**src/rtl/wed_pkg.sv**
```systemverilog
package wed_pkg;

    // Fixed field widths
    localparam int PIX_W  = 8;
    localparam int DIM_W  = 11;
    localparam int MASK_W = 49;

    // Structuring element grid, always 7x7 with the origin in the middle
    localparam int GRID   = 7;
    localparam int CENTER = 3;

    // Result queue depth
    localparam int OUT_DEPTH = 8;

    // Defaults for the top-level parameters
    localparam int DEF_MAX_WIDTH   = 1024;
    localparam int DEF_WINDOW_SIZE = 7;

    localparam logic [PIX_W-1:0]  PIX_MAX    = 8'd255;
    localparam logic [PIX_W-1:0]  THRESHOLD  = 8'd128;
    localparam logic [MASK_W-1:0] MASK_RST   = 49'h0_0001_C387_0000;
    localparam logic [DIM_W-1:0]  WIDTH_RST  = 11'd640;
    localparam logic [DIM_W-1:0]  HEIGHT_RST = 11'd480;

    typedef enum logic [1:0] {
        REG_DILATE_MODE  = 2'd0,
        REG_SHAPE_MASK   = 2'd1,
        REG_FRAME_WIDTH  = 2'd2,
        REG_FRAME_HEIGHT = 2'd3
    } cfg_reg_t;

    // One finished result on its way to the output
    typedef struct packed {
        logic on;
        logic last;
    } res_t;

    // min for erode, max for dilate
    function automatic logic [PIX_W-1:0] pick(input logic dil,
                                              input logic [PIX_W-1:0] a,
                                              input logic [PIX_W-1:0] b);
        logic a_wins;
        a_wins = dil ? (a > b) : (a < b);
        return a_wins ? a : b;
    endfunction

endpackage

```
**src/rtl/wed_ofifo.sv**
```systemverilog
module wed_ofifo
    import wed_pkg::*;
#(
    parameter int DEPTH = OUT_DEPTH
)
(
    input  logic clk,
    input  logic rst_n,
    input  logic push,
    input  res_t push_data,
    input  logic pop_ready,
    output logic out_valid,
    output res_t out_data
);

    localparam int PTR_W = $clog2(DEPTH);
    localparam int CNT_W = $clog2(DEPTH + 1);

    res_t             mem [DEPTH];
    logic [PTR_W-1:0] wr_ptr_reg, wr_ptr_next;
    logic [PTR_W-1:0] rd_ptr_reg, rd_ptr_next;
    logic [CNT_W-1:0] count_reg, count_next;
    logic             pop;

    assign out_valid = (count_reg != '0);
    assign out_data  = mem[rd_ptr_reg];
    assign pop       = out_valid & pop_ready;

    always_comb
    begin
        wr_ptr_next = wr_ptr_reg;
        rd_ptr_next = rd_ptr_reg;
        count_next  = count_reg;
        if (push)
            wr_ptr_next = (wr_ptr_reg == PTR_W'(DEPTH - 1)) ? '0 : wr_ptr_reg + 1'b1;
        if (pop)
            rd_ptr_next = (rd_ptr_reg == PTR_W'(DEPTH - 1)) ? '0 : rd_ptr_reg + 1'b1;
        if (push && !pop)
            count_next = count_reg + 1'b1;
        else if (!push && pop)
            count_next = count_reg - 1'b1;
    end

    always_ff @(posedge clk or negedge rst_n)
    begin
        if (!rst_n)
        begin
            wr_ptr_reg <= '0;
            rd_ptr_reg <= '0;
            count_reg  <= '0;
        end
        else
        begin
            wr_ptr_reg <= wr_ptr_next;
            rd_ptr_reg <= rd_ptr_next;
            count_reg  <= count_next;
        end
    end

    always_ff @(posedge clk)
    begin
        if (push)
            mem[wr_ptr_reg] <= push_data;
    end

endmodule

```
**config.mk**
```make
export PLATFORM = sky130hd
export DESIGN_NAME = wed_ofifo
export DESIGN_NICKNAME = d
export VERILOG_FILES = /design/src/rtl/wed_pkg.sv /design/src/rtl/wed_ofifo.sv
export SDC_FILE = /design/constraint.sdc
export NUM_CORES = 1
export LEC_CHECK = 0
export BUFFER_PORTS_ARGS = -buffer_cell sky130_fd_sc_hd__buf_2
export CAP_MARGIN = 20
export CORE_UTILIZATION = 38
export DETAILED_ROUTE_END_ITERATION = 10
export PLACE_DENSITY = 0.56
export SLEW_MARGIN = 40
export SYNTH_ARGS = -nofsm -noshare
export SYNTH_HDL_FRONTEND = slang
export SYNTH_SLANG_ARGS = --single-unit
```
**constraint.sdc**
```tcl
create_clock -name clk -period 5.4 [get_ports clk]
set_input_delay 1.08 -clock clk [delete_from_list [all_inputs] [get_ports clk]]
set_output_delay 1.08 -clock clk [all_outputs]
set_load 0.005 [all_outputs]
```
# Word level (Yosys, flattened, before mapping)
# Memories as Yosys holds them, arrays and structs flattened.
# Cells that the tools add are included.
# op_classes
reduce_logical	6
mux	6
add_sub_neg	4
eq_ne	2
bitwise_logic	1
# op_table
operator	count
4-bit 2-to-1 mux	2
3-bit by 1-bit adder with 3-bit output (second input constant)	2
3-bit == test (second input constant)	2
3-bit 2-to-1 mux	2
4-bit by 1-bit adder with 4-bit output (second input constant)	1
4-bit nonzero test	1
4-bit by 1-bit subtractor with 4-bit output (second input constant)	1
1-bit logical AND	2
1-bit zero test	2
1-bit 2-to-1 mux	2
2-bit nonzero test	1
1-bit bitwise AND	1
# word_totals
regBits	10
ramBits	16
output_inout_bits	3
memories	1
input_bits	6
# mem_list
name	depth	word_bits	rd	rd_clocked_by_memory_dff	wr	line_no	rtl
mem	8	2	1	0	1	wed_ofifo.sv:19	res_t mem [DEPTH];

# Longest topological paths before layout
# logic_depth
depth_word	5
ltp_mapped	7
mapped_depth_nobuf	7

# Worst setup path after synthesis
# OpenSTA, ideal clock, no wires.
# synth_path
path_type	input to register
start	input port pop_ready
end	register count_reg[3]
setup_ns	0.131
cell_stages	7
arrival_time_ns	2.547
setup_slack_ns	2.722
path_cell_list	o41ai_4 ha_1 inv_1 ha_1 or4_1 o211ai_1 o211ai_1
# synth_between
elab_chain_len	4
# synth_rtl
element	line_no	rtl
start, declared	wed_ofifo.sv:11	input logic pop_ready,
1-bit bitwise AND *	wed_ofifo.sv:27	assign pop = out_valid & pop_ready;
1-bit zero test	wed_ofifo.sv:38	if (push && !pop)
1-bit logical AND	wed_ofifo.sv:38	
4-bit 2-to-1 mux or 2-bit nonzero test (tied branches)	--	
end signal, assigned	wed_ofifo.sv:56	count_reg <= count_next;
end, declared	wed_ofifo.sv:22	logic [CNT_W-1:0] count_reg, count_next;
# Every way passes the cells marked *; elsewhere a longest branch is shown, timed or not.
# A chain may end at the register's enable or synchronous reset.

==> results.cfg <==
[place]
place.detailed.hpwl_microns = 1540
placed_cell_area_sq_um = 1360
globalplace.congestion = 0.696
dpl_worst_slack_ns = 2.44
portBuffers = 8

[timing]
totalNegativeSetupSlack_ns = 0
maxSlewHeadroom_pct = 72.9
post-route-period-util_pct = 54.2
report.final.slew_viol_count = 0
layout_setup_ws_ns = 2.47
period_needed_ns = 2.93
tightestPinTransition_ns = 0.405
finalSetupViolations = 0
max_freq_mhz = 341
grt_setup_unrepaired = no
final_hold_violation_count = 0
post_route_skew_ns = 0.00377

[logic_synthesis]
synth.yosys.warnings = 0
ys.flop_type = edfxtp_1
ys_seq_area_share_pct = 57.0
yosys.cell_types.count = 25
syn_avg_cell_area_sq_um = 14.6
synth-edff-count = 16
synth_fp_nets = 102
yosys.cell_count.top_type = edfxtp_1
synthArstFlopShare_pct = 38.5
syn_area_sq_um = 1280
synth.largest_area_cell = edfxtp_1
synthDominantCellAreaShare_pct = 37.5
yosys-top-cells-count = edfxtp_1, dfrtp_1, ha_1, nor2_1
post_synth_inst_count = 88
synth.ff_latch_count = 26
synth_top_cells_by_area = edfxtp_1, dfrtp_1, mux4_1

[worst_setup_path]
worst_ep_arrival_time_ns = 1.85
setup.worst_path.end = out_data[1]
setup.worst_path.start = rd_ptr_reg[0]
startpoint_type = flop
timing.critical_path.required_ns = 4.32
worst_r2r_path_depth = 7
r2r-start = count_reg[0]
r2r_end = count_reg[3]
critical_path.max_fanout = 7
r2r_slack_ns = 2.73
setup.worst_path.class = flop to primary output
endpoint_kind = primary output

[detailed_routing]
drtIter0Drc = 15
routed.top_layer = met4
finalWirelength_microns = 2020
ant_nets = 0
drt-wirelength-per-cell_microns = 14.2
drtPass1Iterations = 4
met3_wirelength_microns = 44
metal2_wl_microns = 928
remaining_drc_errors = 0
route.vias.total = 717
met1Wirelength_microns = 994
vias_per_cell = 5.05

[run_status]
run_status = finished clean

[clock_tree]
number_of_buffers_created_by_cts = 3
clk_root_buffer_cell = clkbuf_4
clockBufferDepth = 2
tritoncts = yes
cts.hold.buffers_added = 0
clkSinkCount = 26
worst_setup_hold_path_clk_slew_ns = 0.14
number_of_buffers_added_for_setup_after_cts = 0
ctsHtreeMaxLevel = 1
clock_latency_ns = 0.33
post_cts_resize_count = 0

[die]
design.core.area_sq_um = 3130
dieArea_sq_um = 3610
num_rows = 20
die_h_microns = 60.1
effective_utilization_at_floorplan_pct = 41.0
io_pins = 9
dieWidth_microns = 60.1

[layout]
layout_cells_sized_above_1_pct = 20.4
finish.instance_area_sq_um = 1420
antenna_cells_inserted = 0
area_growth_syn_to_layout_pct = 10.3
max_ffs_per_register = 16
final_nets = 113
num-fill-cells = 298

[pwr]
p_leak_nw = 0.538
power.density_cell_area_nw_per_um2 = 513
vdd_ir_drop_max_v = 0.000204

[worst_hold_path]
worst_hold_path_type = input port to async pin

[flow_run]
max-cap-violations = 0

[grt]
grt_max_degree = 16
number_of_antenna_violations_at_the_first_check_in_global_routing = 0
grt_total_usage_pct = 13.3
global_route.overflow_total = 0
number_of_global_route_vias_before_repair = 705
grt_first_pass_wirelength_microns = 3350
-- logic make-up after synthesis --
logic type / Yosys count / synth area share, %
buf+inv: 4 / 1.76
mux: 11 / 14.2
compound gates: 10 / 6.83
flops: 26 / 57.0
simple gates: 27 / 10.4
fa+ha+maj: 8 / 8.39
xor+xnor: 2 / 1.37
-- stage by stage --
step           hold WS [ns]  instances  utilization, %  total power [mW]
3_3_place_gp          0.551        138            43.6             0.591
4_1_cts               0.578        142            45.2             0.735
5_1_grt               0.577        142            45.2             0.788
3_5_place_dp          0.563        138            43.6             0.601
2_1_floorplan         0.524         88               -             0.538
6_report              0.583        142            45.2             0.726
-- critical path, cell delays in order, from the launching register on --
cell	delay (ns)
dfrtp_1	0.52
mux4_1	0.60
mux2_2	0.28
buf_2	0.12
-- report_power, final --
part,internal [mW],leakage [nW],switching [mW]
logic,0.142,0.244,0.110
registers,0.268,0.265,0.0715
clock network,0.0751,0.0279,0.0591
total,0.485,0.538,0.240
-- per-layer routing --
metal	vias up	track usage [%]
met5	-	0
met4	0	7.97
met3	5	2.60
met2	10	20.3
met1	344	17.5
li1	358	-
-- worst min path at each step --
| stage | start | end | cells after the start |
|---|---|---|---|
| 4_1_cts | rst_n | rd_ptr_reg[1] | 1 |
| 2_1_floorplan | wr_ptr_reg[2] | wr_ptr_reg[2] | 1 |
| 5_1_grt | rst_n | rd_ptr_reg[1] | 1 |
| 3_3_place_gp | wr_ptr_reg[2] | wr_ptr_reg[2] | 1 |
| 3_5_place_dp | wr_ptr_reg[2] | wr_ptr_reg[2] | 1 |
| 6_report | rst_n | rd_ptr_reg[1] | 1 |
-- cell usage in the layout, fill, tap and decap left out, drive strengths merged --
cell     n
clkbuf   3
fa       1
o21ai    3
xnor2    2
nand2    6
nor2     7
nand3b   2
or3      1
buf      8
bufinv   1
o41ai    1
a2111o   1
o211ai   2
nand2b   3
nand3    2
a21oi    2
mux2i    1
ha       7
a21o     1
or4      2
dfrtp   10
inv      2
mux4     4
nor3     4
mux2     6
edfxtp  16
-- area by class of cell --
class,count,area [sq um],area share [%]
multi-input cells,58,529,37.4
clock buffers,3,22.5,1.59
well taps,44,55.1,3.89
clock inverters,1,30.0,2.12
repair buffers,8,40.0,2.83
flip-flops and latches,26,731,51.6
inverters,2,7.51,0.531
Power figures use the tool's default switching activity.
