==> config.mk <==
export PLATFORM = sky130hd
export DESIGN_NAME = wed_cell
export DESIGN_NICKNAME = d
export VERILOG_FILES = /design/src/rtl/wed_pkg.sv /design/src/rtl/wed_cell.sv
export SDC_FILE = /design/constraint.sdc
export NUM_CORES = 1
export LEC_CHECK = 0
export ABC_AREA = 1
export CAP_MARGIN = 20
export CORE_AREA = 5 5 42 44
export DETAILED_ROUTE_END_ITERATION = 8
export DIE_AREA = 0 0 47 49
export DONT_BUFFER_PORTS = 1
export PLACE_DENSITY = 0.48
export SYNTH_ARGS = -nofsm -noshare
export SYNTH_HDL_FRONTEND = slang
export SYNTH_SLANG_ARGS = --single-unit
==> constraint.sdc <==
create_clock -name clk -period 0.8 [get_ports clk]
set_clock_uncertainty 0.05 [all_clocks]
set_input_delay 0.04 -clock clk [delete_from_list [all_inputs] [get_ports clk]]
set_output_delay 0.04 -clock clk [all_outputs]
set_load 0.02 [all_outputs]
==> src/rtl/wed_pkg.sv <==
package wed_pkg;

    // Fixed field widths
    localparam int PIX_W  = 8;
    localparam int DIM_W  = 11;
    localparam int MASK_W = 49;

    // Structuring element grid, always 7x7 with the origin in the middle
    localparam int GRID   = 7;
    localparam int CENTER = 3;

    // Result queue depth
    localparam int OUT_DEPTH = 8;

    // Defaults for the top-level parameters
    localparam int DEF_MAX_WIDTH   = 1024;
    localparam int DEF_WINDOW_SIZE = 7;

    localparam logic [PIX_W-1:0]  PIX_MAX    = 8'd255;
    localparam logic [PIX_W-1:0]  THRESHOLD  = 8'd128;
    localparam logic [MASK_W-1:0] MASK_RST   = 49'h0_0001_C387_0000;
    localparam logic [DIM_W-1:0]  WIDTH_RST  = 11'd640;
    localparam logic [DIM_W-1:0]  HEIGHT_RST = 11'd480;

    typedef enum logic [1:0] {
        REG_DILATE_MODE  = 2'd0,
        REG_SHAPE_MASK   = 2'd1,
        REG_FRAME_WIDTH  = 2'd2,
        REG_FRAME_HEIGHT = 2'd3
    } cfg_reg_t;

    // One finished result on its way to the output
    typedef struct packed {
        logic on;
        logic last;
    } res_t;

    // min for erode, max for dilate
    function automatic logic [PIX_W-1:0] pick(input logic dil,
                                              input logic [PIX_W-1:0] a,
                                              input logic [PIX_W-1:0] b);
        logic a_wins;
        a_wins = dil ? (a > b) : (a < b);
        return a_wins ? a : b;
    endfunction

endpackage

==> src/rtl/wed_cell.sv <==
module wed_cell
    import wed_pkg::*;
(
    input  logic             clk,
    input  logic             shift,
    input  logic [PIX_W-1:0] din,
    input  logic             take,
    input  logic [PIX_W-1:0] border,
    output logic [PIX_W-1:0] pix,
    output logic [PIX_W-1:0] val
);

    logic [PIX_W-1:0] pix_reg;

    always_ff @(posedge clk)
    begin
        if (shift)
            pix_reg <= din;
    end

    assign pix = pix_reg;
    // Masked-off or off-frame positions contribute the neutral value
    assign val = take ? pix_reg : border;

endmodule

== Word-level counts from Yosys, hierarchy flattened ==
Index checks and enable logic that the tools add are counted.

* Equal/unequal tests: 0
* Muxes and demuxes: 1
* Bitwise operators: 0
* $mul: 0
* $lt $le $gt $ge: 0
* Add/subtract/negate cells: 0
* Reductions and logical operators: 0
* Shift operators: 0
* Div/mod/pow operators: 0

{| class="wikitable"
|+ Operators by type and width
! cell !! number
|-
| $mux 8 || 1
|}

* Logic and storage cells: 2
* Bits in latches: 0
* Bits in writable memories: 0
* Output and inout bits: 16
* Register bits after elaboration: 8
* Bits in read-only memories: 0
* Memories: 0
* Bits of input ports: 19

== Depth between registers and ports, before layout ==
Gate-level depths: netlist of run 1.

* Depth in word-level cells: 1
* Mapped depth: 4
* Gate-level depth less buffers: 3

== Worst setup path before layout of run 1 ==
OpenSTA, ideal clock, no wires.

* Path type: register to output
* Start: register pix_reg[0] (netlist: pix[0])
* End: output val[0]
* Data arrival time: 0.708 ns
* Setup slack: 0.002 ns
* Cell stages (with the launch flop): 3
* Path through: edfxtp_1 -> nand2_1 -> nand2_1

* Longest elaborated chain between the ends: 1

{| class="wikitable"
|+ Ends and longest elaborated chain
! item !! line !! text
|-
| start: declaration || wed_cell.sv:13 || <nowiki>logic [PIX_W-1:0] pix_reg;</nowiki>
|-
| start signal: assignment || wed_cell.sv:18 || <nowiki>pix_reg <= din;</nowiki>
|-
| $mux 8 || wed_cell.sv:23 || <nowiki>assign val = take ? pix_reg : border;</nowiki>
|-
| end: declaration || wed_cell.sv:10 || <nowiki>output logic [PIX_W-1:0] val</nowiki>
|}

Every way passes these cells.

== Worst setup path in the final report of run 1 ==
* Start: register pix_reg[3] (netlist: pix[3])
* End: output val[3]

The elaborated chain is that of the path after synthesis.

==> qor.yml, run 1 <==
logic_synthesis:
  syn_area_sq_um: 345
  synth-seq-cells: 8
  syn-num-nets: 53
  yosysSeqAreaShare: 0.696
  yosys.area.top_type_share: 0.696
  synth_top_area_cell: "edfxtp_1"
  synth.area.top_cells: "edfxtp_1 70%, nand2_1 26%, buf_6 3.3%, inv_2 1.1%"
  avgSynthCellArea_sq_um: 10.2
  ys_warn_count: 0
  ys_types: 4
  synthCells: 34
timing:
  setup_tns_ns: -1.84
  finalWorstSetupSlack_ns: -0.152
  drv_slew: 0
  max_clock_freq_mhz: 1050
  period_needed_ns: 0.952
  fin_crit_sh: 1.19
  hold_ws_ns: -0.151
  worst_slew_pin_slew_ns: 0.129
  report.final.setup_viol: 16
  relSlewSlack: 0.914
  rsz0062_at_grt: "yes"
  hold_viol_final: 8
placement:
  gp_congestion: 0.578
  postPlaceCellArea_sq_um: 414
  portBuffers: 0
  dp_cells: 57
  pre_cts_ws_ns: 0.0742
drt:
  drtIter0Drc: 6
  dr.pass1.iters: 4
  drc: 0
  vias: 301
  via_per_inst: 4.43
  wl_microns: 909
  antenna_left: 0
  drt-wirelength-per-cell_microns: 13.4
clock_network:
  cts_tree: "yes"
  cts_sinks: 8
  cts_buffer_depth: 2
  cts.clk_slew.worst_paths_ns: 0.05
  holdBufCountCts: 8
  htreeDepth: 1
  cts_buffers: 3
  cts-root-buf: "clkbuf_4"
  post_cts_buffers: 0
worst_setup_path:
  slowest_stage: "edfxtp_1"
  critical_path_class: "reg -> out"
  critical_path.max_stage_delay_ns: 0.41
  cp_max_fo: 2
  cp-start-kind: "flip-flop"
  required_ns: 0.71
  cp-end-kind: "output port"
  cp.arrival_ns: 0.86
  cp_top_family: "flip-flops"
  worstPathCellList: "nand2_1, nand2_2"
  worst-path-buf-inv: 0
die:
  start_util: 0.246
  fp.dieW_microns: 47
  rows: 14
  die_area_sq_um: 2300
  pin_count: 35
  die-height_microns: 49
  coreArea_sq_um: 1400
power:
  switching_share: 0.268
  p_seq_frac: 0.495
  p_comb_frac: 0.233
  power_frac_clock: 0.273
  intPower_uw: 778
  power.switching_uw: 285
  power.density_nw_per_um2: 1880
  p_leak_uw: 0.000248
  ir_drop_v: 0.000775
finish:
  largest_register_ffs: 8
  drive_gt1_frac: 0.385
  layout.cells.most_common_list: "16 x nand2_1, 8 x nand2_2, 8 x dlygate4sd3_1, 8 x edfxtp_1, 8 x buf_6"
  area_delta_synth_final_pct: 64.1
  fin_util: 0.404
  multiInputGateArea_sq_um: 110
  regArea_sq_um: 240
  diodes: 0
  nets: 73
  final_area_sq_um: 567
  n_fill_cell: 153
  mostFrequentLayoutCell: "nand2_1"
  stdcell_count: 68
global_route:
  grt_pass1_vias: 325
  gr-total-overflow: 0
  antenna_found_initial: 0
  grt_pass1_wl_microns: 1260
  grt_use_total: 0.0783
  grt_max_degree: 10
status:
  status: "finished, violations left"
  violations: "negative hold slack, negative setup slack"
hold_path:
  hold_class: "in -> reg"
  hold_path_depth: 0
  whs_endpoint: "pix[6]$_DFFE_PP_"
  worstHoldStart: "shift"
run:
  cap_violations: 0
==> power by group through the flow <==
stage          Sequential, uW  Combinational (uW)  Clock (uW)
6_report                  526                 248         290
5_1_grt                   529                 263         321
4_1_cts                   525                 246         307
3_5_place_dp              528                 186           0
2_1_floorplan             566                94.0           0
3_3_place_gp              526                 187           0
==> through the flow <==
stage                     total power [uW]  hold WS [ns]
after CTS                             1080        -0.161
after global placement                 713        0.0889
after floorplan                        660        0.0889
final                                 1060        -0.151
after global routing                  1110        -0.167
after detailed placement               715        0.0889
==> cell usage after synthesis <==
master and n:
nand2_1 24, edfxtp_1 8, buf_6 1, inv_2 1
==> kinds of logic (layout without fill, tap and decap cells) <==
| logic type | after synthesis | count (layout) | share of synthesized area |
|---|---|---|---|
| buffers and inverters | 2 | 20 | 0.0435 |
| and+or+nand+nor | 24 | 24 | 0.261 |
| DFF | 8 | 8 | 0.696 |
==> worst max-delay path by stage <==
| stage | start | to | slack (ns) | cells past startpoint |
|---|---|---|---|---|
| 6_report | pix[3]$_DFFE_PP_ | val[3] | -0.15 | 2 |
| 3_3_place_gp | pix[6]$_DFFE_PP_ | val[6] | 0.10 | 2 |
| 5_1_grt | pix[7]$_DFFE_PP_ | val[7] | -0.19 | 2 |
| 4_1_cts | pix[5]$_DFFE_PP_ | val[5] | -0.15 | 2 |
| 3_5_place_dp | pix[5]$_DFFE_PP_ | val[5] | 0.07 | 2 |
| 2_1_floorplan | pix[0]$_DFFE_PP_ | val[0] | 0.002 | 2 |
==> metal layers <==
layer	vias to the layer above	global-route usage	share of wire
met5	-	0	0
met4	0	0.0691	0
met3	0	0.0295	0.24
met2	26	0.133	0.45
met1	129	0.0636	0.31
li1	146	-	-
==> cell type report <==
class                      instances  share of cell area
clock buffer                       3              0.0397
inverter                           1             0.00662
multi-input combinational         24               0.194
sequential                         8               0.424
tap                               16              0.0353
timing repair buffer              16               0.300
==> repair_timing <==
item / CTS / global route
pin swaps: 15 / 0
resized for setup: 14 / 2
cloned: 0 / 0
setup endpoints to repair: 16 / 16
hold endpoints to repair: 16 / 8
No activity file was read; power rests on OpenSTA's default activity.
==> run 2, diff against run 1 <==
--- a/config.mk
+++ b/config.mk
@@ -11,7 +11,7 @@
 export DETAILED_ROUTE_END_ITERATION = 8
 export DIE_AREA = 0 0 47 49
 export DONT_BUFFER_PORTS = 1
-export PLACE_DENSITY = 0.48
+export PLACE_DENSITY = 0.46
 export SYNTH_ARGS = -nofsm -noshare
 export SYNTH_HDL_FRONTEND = slang
 export SYNTH_SLANG_ARGS = --single-unit
==> constraint.sdc (replaced) <==
create_clock -name clk -period 0.9 [get_ports clk]
set_clock_uncertainty 0.05 [all_clocks]
set_input_delay 0.045 -clock clk [delete_from_list [all_inputs] [get_ports clk]]
set_output_delay 0.045 -clock clk [all_outputs]
set_load 0.02 [all_outputs]
==> run 2 against run 1 <==
Against the previous run: the run ends with negative setup slack left; die area did not move; sequential share of layout area fell by 1.2 points; setup slack improved by 0.095 ns; global-route usage fell by 0.13 points; wire length fell by 3.7%; design area rose by 2.9%; critical path depth did not move; largest power group unchanged; highest routed layer is now met4.
==> qor.yml, run 2 (synthesis results as in run 1) <==
worst_setup_path:
  critical_path_class: "reg -> out"  # unchanged
  cp-end-kind: "output port"  # unchanged
  startpoint: "pix[6]$_DFFE_PP_"  # was pix[3]$_DFFE_PP_
  cp-start-kind: "flip-flop"  # unchanged
  crit_path_end: "val[6]"  # was val[3]
  cp_max_fo: 2  # unchanged
  required_ns: 0.81  # was 0.71 ns
  cp.arrival_ns: 0.86  # about the same
clock_network:
  post_cts_buffers: 0  # unchanged
  htreeDepth: 1  # unchanged
  cts.clk_slew.worst_paths_ns: 0.05  # about the same
  cts_sinks: 8  # unchanged
  cts-root-buf: "clkbuf_4"  # unchanged
  cts_buffer_depth: 2  # unchanged
  cts_buffers: 3  # unchanged
  cts_tree: "yes"  # unchanged
drt:
  antenna_left: 0  # unchanged
  drc: 0  # unchanged
  dr.pass1.iters: 1  # was 4
  wl_microns: 875  # was 909 microns
  drt-wirelength-per-cell_microns: 12.7  # was 13.4 microns
  drtIter0Drc: 0  # was 6
  via_per_inst: 4.46  # was 4.43
  vias: 308  # was 301
timing:
  finalWorstSetupSlack_ns: -0.0571  # was -0.152 ns
  relSlewSlack: 0.776  # was 0.914
  report.final.setup_viol: 10  # was 16
  worst_slew_pin_slew_ns: 0.337  # was 0.129 ns
  drv_slew: 0  # unchanged
  period_needed_ns: 0.957
  fin_crit_sh: 1.06
  max_clock_freq_mhz: 1040
  rsz0062_at_grt: "yes"  # unchanged
  hold_viol_final: 0  # was 8
finish:
  diodes: 0  # unchanged
  drive_gt1_frac: 0.396  # was 0.385
  area_delta_synth_final_pct: 68.8  # was 64.1%
  layout.cells.most_common_list: "15 x nand2_1, 8 x nand2_2, 8 x dlygate4sd3_1, 8 x edfxtp_1, 7 x buf_6"  # was 16 x nand2_1, 8 x nand2_2, 8 x dlygate4sd3_1, 8 x edfxtp_1, 8 x buf_6
  largest_register_ffs: 8  # unchanged
  mostFrequentLayoutCell: "nand2_1"  # unchanged
  fin_util: 0.416  # was 0.404
  nets: 74  # was 73
die:
  fp.dieW_microns: 47  # unchanged
  die_area_sq_um: 2300  # unchanged
  start_util: 0.246  # unchanged
  rows: 14  # unchanged
  pin_count: 35  # unchanged
  coreArea_sq_um: 1400  # unchanged
  die-height_microns: 49  # unchanged
power:
  ir_drop_v: 0.000731  # was 0.000775 V
  p_leak_uw: 0.000262  # was 0.000248 uW
  power_uw: 947  # was 1060 uW
  power.density_nw_per_um2: 1620  # was 1880 nW/um^2
global_route:
  gr-total-overflow: 0  # unchanged
  grt_max_degree: 10  # unchanged
  grt_pass1_vias: 308  # was 325
  grt_pass1_wl_microns: 1260  # about the same
  antenna_found_initial: 0  # unchanged
  grt_use_total: 0.0770  # was 0.0783
hold_path:
  hold_class: "in -> out"  # was in -> reg
status:
  violations: "negative setup slack"  # was negative hold slack, negative setup slack
  status: "finished, violations left"  # unchanged
placement:
  portBuffers: 0  # unchanged
  gp_congestion: 0.589  # was 0.578
run:
  cap_violations: 0  # unchanged
[run 2: power by group]
| group | switching (uW) | internal [uW] | leakage (uW) |
|---|---|---|---|
| Combinational | 133 | 97.7 | 0.000170 |
| Clock | 98.9 | 151 | 0.0000138 |
| Sequential | 20.0 | 446 | 0.0000783 |
[run 2: worst min path at each step]
stage | start | to | slack [ns] | cells after the start
finish | take | val[3] | 0.18 | 2
global route | take | val[3] | 0.20 | 2
CTS | take | val[2] | 0.19 | 2
detailed placement | din[5] | pix[5]$_DFFE_PP_ | 0.09 | 0
global placement | din[5] | pix[5]$_DFFE_PP_ | 0.09 | 0
floorplan | din[0] | pix[0]$_DFFE_PP_ | 0.09 | 0
[run 2: stage by stage]
stage | setup slack, ns | cells | TNS [ns] | hold WS [ns] | cell area (sq um)
final | -0.0571 | 69 | -0.275 | 0.180 | 583
after global placement | 0.200 | 57 | 0 | 0.0939 | 414
after CTS | -0.0484 | 69 | -0.394 | 0.194 | 554
after global routing | -0.0959 | 69 | -0.776 | 0.196 | 583
after floorplan | 0.0970 | 34 | 0 | 0.0939 | 345
after detailed placement | 0.183 | 57 | 0 | 0.0939 | 414
[run 2: critical path, stage by stage, from the launching register on]
cell      delay, ns
edfxtp_1       0.41
nand2_1        0.11
nand2_2        0.10
[run 2: repair_timing]
| item | in CTS | in global routing |
|---|---|---|
| endpoints found under the setup margin | 13 | 24 |
| hold buffers | 9 | 0 |
| gates cloned | 0 | 0 |
| hold endpoints to repair | 16 | 0 |
| resized for setup | 10 | 8 |
| pin swaps | 15 | 4 |
[run 2: final cells by class]
| type | count | area [sq um] |
|---|---|---|
| clock buffers | 3 | 22.5 |
| inverters | 1 | 3.75 |
| well taps | 16 | 20.0 |
| multi-input cells | 24 | 118 |
| flip-flops and latches | 8 | 240 |
| fillers | 159 | 818 |
| repair buffers | 17 | 179 |
[run 2: routing by layer]
| metal | GRT usage | vias up | part of all wire |
|---|---|---|---|
| met2 | 0.140 | 20 | 0.56 |
| met4 | 0.0553 | 0 | 0.017 |
| met5 | 0 | - | 0 |
| met3 | 0.0185 | 2 | 0.15 |
| li1 | - | 148 | - |
| met1 | 0.0662 | 138 | 0.28 |
